### src/design/gcr_six_and_two_sector_decoder_defines.svh
// Assertion macros used by the 6-and-2 sector decoder top level.
`ifndef GCR_SIX_AND_TWO_SECTOR_DECODER_DEFINES_SVH
`define GCR_SIX_AND_TWO_SECTOR_DECODER_DEFINES_SVH

`ifndef SYNTHESIS

// Same-cycle implication, sampled on clock and disabled during reset.
`define GCR62_ASSERT_IMPL(label, ante, cons) \
   label: assert property (@(posedge clock) disable iff (reset) (ante) |-> (cons)) \
      else $error("gcr62: same-cycle check failed");

// Next-cycle implication, sampled on clock and disabled during reset.
`define GCR62_ASSERT_NEXT(label, ante, cons) \
   label: assert property (@(posedge clock) disable iff (reset) (ante) |=> (cons)) \
      else $error("gcr62: next-cycle check failed");

`else

`define GCR62_ASSERT_IMPL(label, ante, cons)
`define GCR62_ASSERT_NEXT(label, ante, cons)

`endif

`endif

### src/design/gcr62_pkg.sv
// Constants, types and the reverse translation table of the 6-and-2 sector decoder.
package gcr62_pkg;

   // Sector data field layout.
   localparam int FRAGMENT_SPAN = 86;
   localparam int DATA_BYTES    = 256;
   localparam int COUNT_W       = 9;
   localparam int FRAG_ADDR_W   = $clog2(FRAGMENT_SPAN);
   localparam int CODE_W        = 6;
   localparam int BYTE_W        = 8;
   localparam int INDEX_W       = 8;

   localparam logic [COUNT_W-1:0] SPAN_POS   = COUNT_W'(FRAGMENT_SPAN);
   localparam logic [COUNT_W-1:0] CHECK_POS  = COUNT_W'(FRAGMENT_SPAN + DATA_BYTES);
   localparam logic [COUNT_W-1:0] IDLE_POS   = COUNT_W'(FRAGMENT_SPAN + DATA_BYTES + 1);
   localparam logic [INDEX_W-1:0] SPAN_IDX   = INDEX_W'(FRAGMENT_SPAN);
   localparam logic [INDEX_W-1:0] SPAN2_IDX  = INDEX_W'(2 * FRAGMENT_SPAN);
   localparam logic [INDEX_W-1:0] LAST_IDX   = INDEX_W'(DATA_BYTES - 1);

   // What a nibble at a given field position does.
   typedef enum logic [2:0] {
      KIND_FRAG,
      KIND_GROUP0,
      KIND_GROUP1,
      KIND_GROUP2,
      KIND_CHECK
   } item_kind_type;

   // The 64 valid disk bytes, in code order.
   localparam logic [7:0] GCR_WRITE_ROM [0:63] = '{
      8'h96, 8'h97, 8'h9A, 8'h9B, 8'h9D, 8'h9E, 8'h9F, 8'hA6,
      8'hA7, 8'hAB, 8'hAC, 8'hAD, 8'hAE, 8'hAF, 8'hB2, 8'hB3,
      8'hB4, 8'hB5, 8'hB6, 8'hB7, 8'hB9, 8'hBA, 8'hBB, 8'hBC,
      8'hBD, 8'hBE, 8'hBF, 8'hCB, 8'hCD, 8'hCE, 8'hCF, 8'hD3,
      8'hD6, 8'hD7, 8'hD9, 8'hDA, 8'hDB, 8'hDC, 8'hDD, 8'hDE,
      8'hDF, 8'hE5, 8'hE6, 8'hE7, 8'hE9, 8'hEA, 8'hEB, 8'hEC,
      8'hED, 8'hEE, 8'hEF, 8'hF2, 8'hF3, 8'hF4, 8'hF5, 8'hF6,
      8'hF7, 8'hF9, 8'hFA, 8'hFB, 8'hFC, 8'hFD, 8'hFE, 8'hFF
   };

   typedef logic [CODE_W-1:0] gcr_rev_table_type [0:127];

   // Builds the reverse table on the low seven bits; unused entries map to zero.
   function automatic gcr_rev_table_type build_rev_table();
      gcr_rev_table_type t;
      for (int i = 0; i < 128; i++) begin
         t[i] = '0;
      end
      for (int k = 0; k < 64; k++) begin
         t[GCR_WRITE_ROM[k][6:0]] = CODE_W'(k);
      end
      return t;
   endfunction

   localparam gcr_rev_table_type GCR_REV_TABLE = build_rev_table();

endpackage

### src/design/gcr62_req_if.sv
// Handshake channels of the 6-and-2 sector decoder: nibble input and byte output.
interface gcr62_req_if;
   logic       valid;
   logic       ready;
   logic [7:0] nibble;
   logic       sector_start;

   modport source (output valid, output nibble, output sector_start, input ready);
   modport sink   (input valid, input nibble, input sector_start, output ready);
endinterface

interface gcr62_rsp_if;
   logic       valid;
   logic       ready;
   logic [7:0] data_byte;
   logic [7:0] byte_index;
   logic       last;

   modport source (output valid, output data_byte, output byte_index, output last,
                   input ready);
   modport sink   (input valid, input data_byte, input byte_index, input last,
                   output ready);
endinterface

### src/design/gcr62_ram.sv
// Generic single-port-write, single-port-read RAM with a registered read.
module gcr62_ram #(
   parameter int WIDTH = 8,
   parameter int DEPTH = 64
) (
   input  logic                     clock,
   input  logic                     wr_en,
   input  logic [$clog2(DEPTH)-1:0] wr_addr,
   input  logic [WIDTH-1:0]         wr_data,
   input  logic                     rd_en,
   input  logic [$clog2(DEPTH)-1:0] rd_addr,
   output logic [WIDTH-1:0]         rd_data
);

   logic [WIDTH-1:0] mem_ff [0:DEPTH-1];
   logic [WIDTH-1:0] rd_data_ff;

   // Write port and registered read port; read data holds when no read is issued.
   always_ff @(posedge clock) begin
      if (wr_en) begin
         mem_ff[wr_addr] <= wr_data;
      end
      if (rd_en) begin
         rd_data_ff <= mem_ff[rd_addr];
      end
   end

   assign rd_data = rd_data_ff;

endmodule

### src/design/gcr_six_and_two_sector_decoder.sv
// Top level of the 6-and-2 GCR sector data decoder.
//
//   channel   direction  handshake             word
//   req_port  in         valid/ready           nibble[7:0], sector_start
//   rsp_port  out        valid/ready           data_byte[7:0], byte_index[7:0], last
//
// One nibble is accepted per cycle unless req_port.ready is low; the second stage
// and then the output register hold its byte. The fragment RAM read is issued on
// accept, so its registered read data meets the chained value in the second stage.
// Synchronous reset clears the nibble count, the chain value and all valid flags;
// the fragment RAM is not cleared.
// A stalled output holds the second stage, which in turn drops req_port.ready.
`include "gcr_six_and_two_sector_decoder_defines.svh"

module gcr_six_and_two_sector_decoder
   import gcr62_pkg::*;
(
   input logic         clock,
   input logic         reset,
   gcr62_req_if.sink   req_port,
   gcr62_rsp_if.source rsp_port
);

   // Field position and chain state.
   logic [COUNT_W-1:0]     count_ff, count_in;
   logic [CODE_W-1:0]      chain_ff, chain_in;

   // Second stage registers.
   logic                   s1_valid_ff, s1_valid_in;
   logic [CODE_W-1:0]      s1_code_ff;
   logic                   s1_start_ff;
   item_kind_type          s1_kind_ff;
   logic [INDEX_W-1:0]     s1_idx_ff;
   logic [FRAG_ADDR_W-1:0] s1_waddr_ff;

   // Output register.
   logic                   rsp_valid_ff, rsp_valid_in;
   logic [BYTE_W-1:0]      rsp_byte_ff;
   logic [INDEX_W-1:0]     rsp_index_ff;
   logic                   rsp_last_ff;

   logic                   out_free;
   logic                   s1_go;
   logic                   accept;
   logic [COUNT_W-1:0]     pos;
   logic                   active;
   logic [COUNT_W-1:0]     idx_wide;
   logic [INDEX_W-1:0]     idx;
   item_kind_type          kind;
   logic [FRAG_ADDR_W-1:0] slot;
   logic                   ram_rd_en;
   logic                   ram_wr_en;
   logic [CODE_W-1:0]      pack;
   logic [CODE_W-1:0]      value;
   logic [1:0]             low_bits;
   logic                   s1_has_byte;

   // Flow control: the output register frees when empty or taken.
   assign out_free       = !rsp_valid_ff || rsp_port.ready;
   assign s1_go          = s1_valid_ff && out_free;
   assign req_port.ready = !s1_valid_ff || out_free;
   assign accept         = req_port.valid && req_port.ready;

   // Position of the incoming nibble within the data field.
   always_comb begin
      pos      = req_port.sector_start ? '0 : count_ff;
      active   = pos < IDLE_POS;
      idx_wide = pos - SPAN_POS;
      idx      = idx_wide[INDEX_W-1:0];
      if (pos < SPAN_POS) begin
         kind = KIND_FRAG;
      end else if (pos >= CHECK_POS) begin
         kind = KIND_CHECK;
      end else if (idx < SPAN_IDX) begin
         kind = KIND_GROUP0;
      end else if (idx < SPAN2_IDX) begin
         kind = KIND_GROUP1;
      end else begin
         kind = KIND_GROUP2;
      end
   end

   // Fragment pack slot for a data byte.
   always_comb begin
      unique case (kind)
         KIND_GROUP1: slot = FRAG_ADDR_W'(idx - SPAN_IDX);
         KIND_GROUP2: slot = FRAG_ADDR_W'(idx - SPAN2_IDX);
         default:     slot = idx[FRAG_ADDR_W-1:0];
      endcase
   end

   assign ram_rd_en = accept && active &&
                      (kind == KIND_GROUP0 || kind == KIND_GROUP1 || kind == KIND_GROUP2);

   // Count holds past the checksum until the next start mark.
   always_comb begin
      count_in = count_ff;
      if (accept) begin
         count_in = active ? pos + 1'b1 : pos;
      end
   end

   // Second stage: chain the translated code with the running value.
   assign value     = (s1_start_ff ? '0 : chain_ff) ^ s1_code_ff;
   assign ram_wr_en = s1_go && (s1_kind_ff == KIND_FRAG);
   assign chain_in  = s1_go ? value : chain_ff;

   // Pick the two swapped low bits from the stored pack.
   always_comb begin
      unique case (s1_kind_ff)
         KIND_GROUP1: low_bits = {pack[2], pack[3]};
         KIND_GROUP2: low_bits = {pack[4], pack[5]};
         default:     low_bits = {pack[0], pack[1]};
      endcase
   end

   assign s1_has_byte = (s1_kind_ff == KIND_GROUP0) || (s1_kind_ff == KIND_GROUP1) ||
                        (s1_kind_ff == KIND_GROUP2);

   // Stage and output valid flags.
   always_comb begin
      s1_valid_in = s1_valid_ff;
      if (req_port.ready) begin
         s1_valid_in = accept && active;
      end
      rsp_valid_in = rsp_valid_ff;
      if (out_free) begin
         rsp_valid_in = s1_valid_ff && s1_has_byte;
      end
   end

   // Control registers.
   always_ff @(posedge clock) begin
      if (reset) begin
         count_ff     <= '0;
         chain_ff     <= '0;
         s1_valid_ff  <= 1'b0;
         rsp_valid_ff <= 1'b0;
      end else begin
         count_ff     <= count_in;
         chain_ff     <= chain_in;
         s1_valid_ff  <= s1_valid_in;
         rsp_valid_ff <= rsp_valid_in;
      end
   end

   // Payload registers.
   always_ff @(posedge clock) begin
      if (accept) begin
         s1_code_ff  <= GCR_REV_TABLE[req_port.nibble[6:0]];
         s1_start_ff <= req_port.sector_start;
         s1_kind_ff  <= kind;
         s1_idx_ff   <= idx;
         s1_waddr_ff <= pos[FRAG_ADDR_W-1:0];
      end
      if (s1_go) begin
         rsp_byte_ff  <= {value, low_bits};
         rsp_index_ff <= s1_idx_ff;
         rsp_last_ff  <= (s1_idx_ff == LAST_IDX);
      end
   end

   // Fragment pack store.
   gcr62_ram #(
      .WIDTH (CODE_W),
      .DEPTH (FRAGMENT_SPAN)
   ) u_frag_ram (
      .clock   (clock),
      .wr_en   (ram_wr_en),
      .wr_addr (s1_waddr_ff),
      .wr_data (value),
      .rd_en   (ram_rd_en),
      .rd_addr (slot),
      .rd_data (pack)
   );

   assign rsp_port.valid      = rsp_valid_ff;
   assign rsp_port.data_byte  = rsp_byte_ff;
   assign rsp_port.byte_index = rsp_index_ff;
   assign rsp_port.last       = rsp_last_ff;

   // The count never runs past the idle position.
   `GCR62_ASSERT_IMPL(a_count_bound, 1'b1, count_ff <= IDLE_POS)
   // A last word always carries the final byte index.
   `GCR62_ASSERT_IMPL(a_last_index, rsp_valid_ff && rsp_last_ff, rsp_index_ff == LAST_IDX)
   // A pack is never read in the cycle that writes it.
   `GCR62_ASSERT_IMPL(a_ram_no_collide, ram_wr_en && ram_rd_en, s1_waddr_ff != slot)
   // A stalled second stage keeps its item.
   `GCR62_ASSERT_NEXT(a_s1_hold, s1_valid_ff && !out_free, s1_valid_ff)

endmodule

### src/flat_wrapper.sv
// flat-port wrapper written by rule: the top's interface ports become plain ports
module gcr_six_and_two_sector_decoder_flat import gcr62_pkg::*;
  (clock, reset, req_port_valid, req_port_nibble, req_port_sector_start, req_port_ready, rsp_port_valid, rsp_port_data_byte, rsp_port_byte_index, rsp_port_last, rsp_port_ready);
  gcr62_req_if req_port_i ();
  gcr62_rsp_if rsp_port_i ();
  input logic clock;
  input logic reset;
  input wire logic [$bits(req_port_i.valid)-1:0] req_port_valid;
  input wire logic [$bits(req_port_i.nibble)-1:0] req_port_nibble;
  input wire logic [$bits(req_port_i.sector_start)-1:0] req_port_sector_start;
  output wire logic [$bits(req_port_i.ready)-1:0] req_port_ready;
  output wire logic [$bits(rsp_port_i.valid)-1:0] rsp_port_valid;
  output wire logic [$bits(rsp_port_i.data_byte)-1:0] rsp_port_data_byte;
  output wire logic [$bits(rsp_port_i.byte_index)-1:0] rsp_port_byte_index;
  output wire logic [$bits(rsp_port_i.last)-1:0] rsp_port_last;
  input wire logic [$bits(rsp_port_i.ready)-1:0] rsp_port_ready;
  assign req_port_i.valid = req_port_valid;
  assign req_port_i.nibble = req_port_nibble;
  assign req_port_i.sector_start = req_port_sector_start;
  assign req_port_ready = req_port_i.ready;
  assign rsp_port_valid = rsp_port_i.valid;
  assign rsp_port_data_byte = rsp_port_i.data_byte;
  assign rsp_port_byte_index = rsp_port_i.byte_index;
  assign rsp_port_last = rsp_port_i.last;
  assign rsp_port_i.ready = rsp_port_ready;
  gcr_six_and_two_sector_decoder u_core (.clock(clock), .reset(reset), .req_port(req_port_i), .rsp_port(rsp_port_i));
endmodule
### config.mk
export PLATFORM = sky130hd
export DESIGN_NAME = gcr_six_and_two_sector_decoder_flat
export DESIGN_NICKNAME = d
export VERILOG_FILES = /design/src/design/gcr62_pkg.sv /design/src/design/gcr62_req_if.sv /design/src/design/gcr62_ram.sv /design/src/design/gcr_six_and_two_sector_decoder.sv /design/src/flat_wrapper.sv
export VERILOG_INCLUDE_DIRS = /design/src /design/src/design
export SDC_FILE = /design/constraint.sdc
export NUM_CORES = 1
export LEC_CHECK = 0
export BUFFER_PORTS_ARGS = -buffer_cell sky130_fd_sc_hd__clkbuf_2
export CORE_MARGIN = 3
export CORE_UTILIZATION = 45
export DETAILED_ROUTE_END_ITERATION = 16
export HOLD_SLACK_MARGIN = 0.15
export SYNTH_ARGS = -nofsm -noshare
export SYNTH_HDL_FRONTEND = slang
export SYNTH_SLANG_ARGS = --single-unit
### constraint.sdc
create_clock -name clock -period 5.3 [get_ports clock]
set_clock_uncertainty 0.15 [all_clocks]
set_input_delay 0.795 -clock clock [delete_from_list [all_inputs] [get_ports clock]]
set_output_delay 0.795 -clock clock [all_outputs]
set_load 0.03 [all_outputs]
==> results_dict.tcl, run 1 <==
set metrics [dict create \
    hold_end "u_core.rsp_port.byte_index[4]" \
    cp.required_ps 5520 \
    synth_sequential_area_ratio 0.6905 \
    clkPwrFrac 0.410 \
    yosys_warnings 0 \
    power.leakage_nw 9.409 \
    clk_pin_slew_ps 60 \
    syn_inst 1683 \
    row_count 85 \
    insertion_delay_ps 620 \
    crit_type "in2reg" \
    grt_pass1_wl_um 93150 \
    yosysUniqueCellTypes 77 \
    area_growth_pct 14.86 \
    drc 0 \
    drive_gt1_frac 0.2010 \
    pwr-share-seq 0.539 \
    vias_per_cell 5.867 \
    io_pins 32 \
    postCtsHoldBufs 0 \
    finalSetupViolations 0 \
    rr_worst_depth 19 \
    antenna_found_initial 0 \
    drtIter0Drc 1652 \
    vias 15200 \
    finalPower_w 0.009548 \
    place_inst 2490 \
    grt_overflow 0 \
    final_nets 1830 \
    io_buffers 30 \
    pwr-share-comb 0.051 \
    vdd_ir_drop_max_v 0.0002371 \
    ant_nets 0 \
    syn_nets 1704 \
    switching_power_w 0.002057 \
    synth-seq-cells 580 \
    yosysTopAreaCellShare 0.6769 \
    crit_path_top_delay_cell "or4_1" \
    reg2reg_slack_ps 780 \
    slew_headroom 0.1752 \
    start_util 0.4596 \
    die_w_um 241.6 \
    grt_max_degree 89 \
    ys.flop_type "edfxtp_1" \
    r2r_end "u_core.u_frag_ram.rd_data[0]" \
    coreArea_sq_um 54350 \
    cts_buffers 56 \
    synth_edf_count 563 \
    grt_use_total 0.2093 \
    worstPathMaxFanout 17 \
    cts_htree_levels 2 \
    tightest_slew_ps 1231 \
    worstPathCellList "clkbuf_2, nand2b_1, inv_1, ha_1, buf_4, o21ai_1, mux2i_4, buf_4, o21ai_1, a31oi_1, a21oi_1, nor2_4, buf_12, buf_12, buf_4, mux2i_1, mux2i_1, a32oi_1, a21oi_1, or4_1" \
    async_reset_ff_frac 0 \
    rsz0062_at_grt "no" \
    mappedNetlistArea_sq_um 24980 \
    dr.pass1.iters 5 \
    die_y_um 241.6 \
    wl_per_cell_um 23.84 \
    hold_path.class "reg2reg" \
    root_buffer "clkbuf_16" \
    routed_wl_um 61780 \
    holdPathStages 0 \
    totalNegativeSetupSlack_ps 0 \
    maxCapViolations 0 \
    crit_path_max_incr_delay_ps 490 \
    post_cts_resized 0 \
    synthTopCellsByArea "edfxtp_1, mux4_2, mux2i_1" \
    clock_path_buffers 3 \
    hpwl_um 40680 \
    hold_start "u_core.s1_idx_ff[4]" \
    synth.avg_cell_area_sq_um 14.84 \
    worstPathArrival_ps 4870 \
    postCtsSetupRepairBufs 0 \
    final-hold-violation-count 0 \
    synth_largest_area_cell "edfxtp_1" \
    r2r-start "u_core.count_ff[1]" \
    pwr_density_cell_nw_per_um2 332.8 \
    cts_tree "yes" \
    finalCritPeriodShare 0.8790 \
    status "completed" \
    finalNonFillerCells 2591 \
    netSwitchingFraction 0.2154 \
    drv_slew 0 \
    place_congestion 0.8526 \
    cp-start-kind "primary input" \
    crit_top_cell "buf_4" \
    max_freq_mhz 214.6 \
    period_needed_ps 4659 \
    grt_pass1_vias 14860 \
    p_int_w 0.007491 \
    cp-end-kind "flop" \
    cts.sinks 580 \
    die-area_sq_um 58370 \
]
-- routing by layer --
metal,vias to the layer above,track usage,wire length (um)
li1,6807,-,-
met1,7671,0.2926,26130
met2,584,0.3324,29180
met3,140,0.03102,4134
met4,0,0.08449,2334
met5,-,0,0
-- layout make-up --
type                    instances  area (sq um)
multi-input cells             978          7237
fillers                      4433         25660
diodes                          1         2.502
well taps                     739         924.6
flip-flops and latches        580         17250
repair buffers                175          1426
clock buffers                  61          1420
clock inverters                39         361.6
inverters                      18         70.07
-- power by group through the flow --
stage / Combinational (W) / Clock, W / Sequential (W)
after global routing: 0.000528 / 0.00418 / 0.00514
final: 0.000486 / 0.00392 / 0.00514
after detailed placement: 0.000492 / 0 / 0.00524
after floorplan: 0.000275 / 0 / 0.00527
after CTS: 0.000492 / 0.00398 / 0.00514
after global placement: 0.000478 / 0 / 0.00524
-- cell usage after synthesis (all sizes together), types with 13 or more instances --
cell type,count
a211oi,22
a21oi,71
a31oi,18
and3,19
buf,56
clkbuf,51
dfxtp,17
edfxtp,563
inv,18
mux2i,95
mux4,73
nand2,169
nand2b,17
nand3,48
nand4,13
nor2,147
nor2b,17
o211ai,13
o21ai,74
o22ai,13
xnor2,14
-- registers in the layout, indices dropped and copies added (netlist names) --
register	flops
u_core.s1_valid_ff	1
u_core.s1_start_ff	1
u_core.rsp_port.data_byte	8
u_core.s1_kind_ff	3
u_core.rsp_port.last	1
u_core.rsp_port.valid	1
u_core.u_frag_ram.rd_data	6
u_core.u_frag_ram.mem_ff	516
u_core.rsp_port.byte_index	8
u_core.s1_code_ff	6
u_core.count_ff	9
u_core.s1_idx_ff	7
u_core.s1_waddr_ff	7
u_core.chain_ff	6
-- critical path, delay by kind of cell --
kind            cells  cell delay (ps)
buf+inv             7             1200
compound gates      6             1030
simple gates        3              840
mux                 3              730
fa+ha+maj           1              230
-- worst max-delay path by stage --
stage,startpoint,endpoint,slack (ps),cells after the start
6_report,req_port_sector_start,u_core.u_frag_ram.rd_data[0],640,20
5_1_grt,req_port_sector_start,u_core.u_frag_ram.rd_data[4],390,19
2_1_floorplan,req_port_sector_start,u_core.u_frag_ram.rd_data[2],70,21
3_5_place_dp,req_port_sector_start,u_core.u_frag_ram.rd_data[2],50,23
3_3_place_gp,req_port_sector_start,u_core.u_frag_ram.rd_data[4],60,19
4_1_cts,req_port_sector_start,u_core.u_frag_ram.rd_data[4],700,19
-- per-stage QoR --
stage / cell area, sq um / util / setup WS, ps / hold WS (ps)
floorplan: 24990 / - / 73.31 / 276.0
global placement: 26900 / 0.4951 / 59.29 / 282.7
detailed placement: 26900 / 0.4951 / 54.64 / 283.7
CTS: 28690 / 0.5278 / 703.0 / 294.1
global route: 28690 / 0.5278 / 393.3 / 316.6
finish: 28690 / 0.5279 / 641.2 / 294.4
-- kinds of logic after synthesis --
family | count (synthesis) | share of synthesized area
multiplexers | 179 | 0.1094
flip-flops | 580 | 0.6905
adder cells (fa/ha/maj) | 8 | 0.004008
buffers and inverters | 125 | 0.02314
AND/OR/NAND/NOR | 483 | 0.08942
AO/OA/AOI/OAI | 291 | 0.07609
XOR/XNOR | 17 | 0.007464
-- layout by cell type, fill, tap and decap left out, types with 17 or more instances in the layout --
master / netlist / layout
mux2i_1: 94 / 94
nand3_1: 47 / 47
dfxtp_1: 17 / 17
clkinv_1: 0 / 17
a21oi_1: 69 / 68
clkbuf_16: 0 / 56
a31oi_1: 18 / 18
nor2_1: 146 / 146
a211oi_1: 20 / 20
o21ai_0: 69 / 69
buf_4: 5 / 130
nand2_1: 169 / 168
edfxtp_1: 563 / 563
and3_1: 19 / 19
mux4_2: 73 / 73
clkbuf_2: 0 / 30
No activity file was read; power rests on OpenSTA's default activity.
==> inputs of run 2 (changes only) <==
- ABC_AREA: not set -> 1
==> results_dict.tcl, run 2 <==
set metrics [dict create \
    io_buffers 30 \
    vias_per_cell 5.496 \
    largest_register_ff_count 516 \
    die_y_um 241.2 \
    maxCapViolations 0 \
    row_count 85 \
    yosysTopAreaCellShare 0.6793 \
    r2r_end "u_core.u_frag_ram.rd_data[2]" \
    area_growth_pct 11.51 \
    grt_pass1_wl_um 89670 \
    pwr-share-comb 0.068 \
    clkPwrFrac 0.403 \
    hpwl_um 34780 \
    wl_per_cell_um 20.73 \
    clk_pin_slew_ps 60 \
    worstPathArrival_ps 4420 \
    pwr-share-seq 0.529 \
    cts_htree_levels 2 \
    drive_gt1_frac 0.09808 \
    top_regs "u_core.u_frag_ram.mem_ff: 516 flops, u_core.count_ff: 9 flops" \
    synth_largest_area_cell "edfxtp_1" \
    placed_area_sq_um 25900 \
    tightest_slew_ps 1155 \
    cp-start-kind "primary input" \
    postCtsHoldBufs 0 \
    coreArea_sq_um 54240 \
    ys.flop_type "edfxtp_1" \
    yosysMostFrequentCell "edfxtp_1" \
    die-area_sq_um 58160 \
    period_needed_ps 4218 \
    r2r-start "u_core.count_ff[2]" \
    vdd_ir_drop_max_v 0.0002506 \
    finalCritPeriodShare 0.7958 \
    grt_pass1_vias 15340 \
    totalNegativeSetupSlack_ps 0 \
    die_w_um 241.2 \
    fillCellCount 4726 \
    worstPathMaxFanout 36 \
    hold_start "u_core.count_ff[8]" \
    drc 0 \
    yosysUniqueCellTypes 49 \
    power.leakage_nw 9.359 \
    status "completed" \
    clock_path_buffers 3 \
    synth-seq-cells 580 \
    grt_use_total 0.2036 \
    grt_max_degree 151 \
    switching_power_w 0.002186 \
    dr.pass1.iters 5 \
    drtIter0Drc 1417 \
    regMostFlops "u_core.u_frag_ram.mem_ff" \
    io_pins 32 \
    cp-end-kind "flop" \
    cts_buffers 59 \
    synth_edf_count 563 \
    cts.sinks 580 \
    start_util 0.4588 \
    rsz0062_at_grt "no" \
    cp.required_ps 5500 \
    synthTopCellsByCount "edfxtp_1, nor2_1, nand2_1" \
    hold_end "u_core.count_ff[8]" \
    mappedNetlistArea_sq_um 24890 \
    root_buffer "clkbuf_16" \
    synth_sequential_area_ratio 0.6930 \
    final-hold-violation-count 0 \
    rr_worst_depth 23 \
    synthTopCellsByArea "edfxtp_1, mux2i_1, nand3_1" \
    routed_wl_um 58600 \
    grt_overflow 0 \
    syn_nets 2069 \
    insertion_delay_ps 610 \
    cts_tree "yes" \
    layout_commonest_cell "edfxtp_1" \
    yosys_warnings 0 \
    netSwitchingFraction 0.2238 \
    vias 15540 \
    diodes 0 \
    postCtsSetupRepairBufs 0 \
    post_cts_resized 0 \
    reg2reg_slack_ps 1220 \
    max_freq_mhz 237.1 \
    pwr_density_cell_nw_per_um2 352.0 \
    place_congestion 0.8682 \
    holdPathStages 2 \
    drv_slew 0 \
    p_int_w 0.007581 \
    syn_inst 2048 \
    hold_path.class "reg2reg" \
    synth.avg_cell_area_sq_um 12.15 \
    crit_type "in2reg" \
    critPathLaunch "req_port_sector_start" \
    slew_headroom 0.2299 \
    ant_nets 0 \
    final_area_sq_um 27750 \
    hold_ws_ps 315.0 \
    final_nets 2102 \
    mostFrequentLayoutCells "edfxtp_1, nor2_1, nand2_1, nand3_1, mux2i_1" \
    finalSetupViolations 0 \
    async_reset_ff_frac 0 \
    antenna_found_initial 0 \
    finalPower_w 0.009767 \
]
-- run 2: cell types whose count changed in the layout (fill, tap and decap cells not counted), moves of 53 or more --
| cell | previous run | this run |
|---|---|---|
| buf_4 | 130 | 36 |
| inv_1 | 15 | 68 |
| mux2i_1 | 94 | 156 |
| mux4_2 | 73 | 0 |
| nand2_1 | 168 | 270 |
| nand3_1 | 47 | 263 |
| nor2_1 | 146 | 347 |
-- run 2: layer usage --
metal  vias to the layer above  wire [um]  GRT usage
met1                      7571      25930     0.2836
met2                       468      27530     0.3309
met5                         -          0          0
li1                       7395          -          -
met3                       102       3412    0.03028
met4                         0       1728    0.06808
-- run 2: logic make-up after synthesis --
family                     after synthesis  synth area share
xor gates and xnor gates                 8          0.002816
buffers and inverters                  179           0.03253
DFF                                    580            0.6930
adders and majority gates                8          0.004022
AOI/OAI and AO/OA                      184           0.04123
muxes                                  156           0.06275
and+or+nand+nor                        933            0.1637
-- run 2: critical path: stages --
cell and delay (ps):
clkbuf_2 260, nor2_1 430, ha_1 300, inv_1 100, nand2_1 90, nand2_1 70, buf_4 150, ha_1 190
inv_1 60, nand3_1 90, nand2_1 140, nand2_4 90, nand2_8 100, nand4_1 210, nand2_4 200, buf_12 210
nand2_1 90, nand3_1 100, nand3_1 100, nand3_1 170, nand3_1 170, nand3_1 190, nand2_1 70
-- run 2: metrics by stage --
stage / instances / setup slack, ps / utilization
final: 2827 / 1082 / 0.5116
after global routing: 2827 / 786.9 / 0.5116
after CTS: 2827 / 1120 / 0.5116
after detailed placement: 2716 / 487.0 / 0.4776
after global placement: 2716 / 555.1 / 0.4776
after floorplan: 2048 / 1354 / -
-- run 2: worst max path at each step --
| stage | to | slack, ps |
|---|---|---|
| floorplan | u_core.rsp_port.data_byte[2] | 1350 |
| global placement | u_core.u_frag_ram.rd_data[4] | 560 |
| detailed placement | u_core.u_frag_ram.rd_data[4] | 490 |
| CTS | u_core.u_frag_ram.rd_data[4] | 1120 |
| global route | u_core.u_frag_ram.rd_data[0] | 790 |
| finish | u_core.u_frag_ram.rd_data[2] | 1080 |
-- run 2: area by class of cell --
class	count	area, sq um	share of cell area
clock buffer	70	1539	0.05546
tap	696	870.8	0.03138
timing repair buffer	75	600.6	0.02164
multi-input combinational	1289	6892	0.2483
inverter	76	294.0	0.01060
clock inverter	41	307.8	0.01109
sequential	580	17250	0.6215
-- run 2: power groups by stage --
stage / registers (W) / clock network (W) / logic [W]
6_report: 0.00517 / 0.00394 / 0.000664
3_3_place_gp: 0.00526 / 0 / 0.000653
2_1_floorplan: 0.00529 / 0 / 0.000397
4_1_cts: 0.00517 / 0.00402 / 0.000668
3_5_place_dp: 0.00526 / 0 / 0.000667
5_1_grt: 0.00517 / 0.00421 / 0.000727
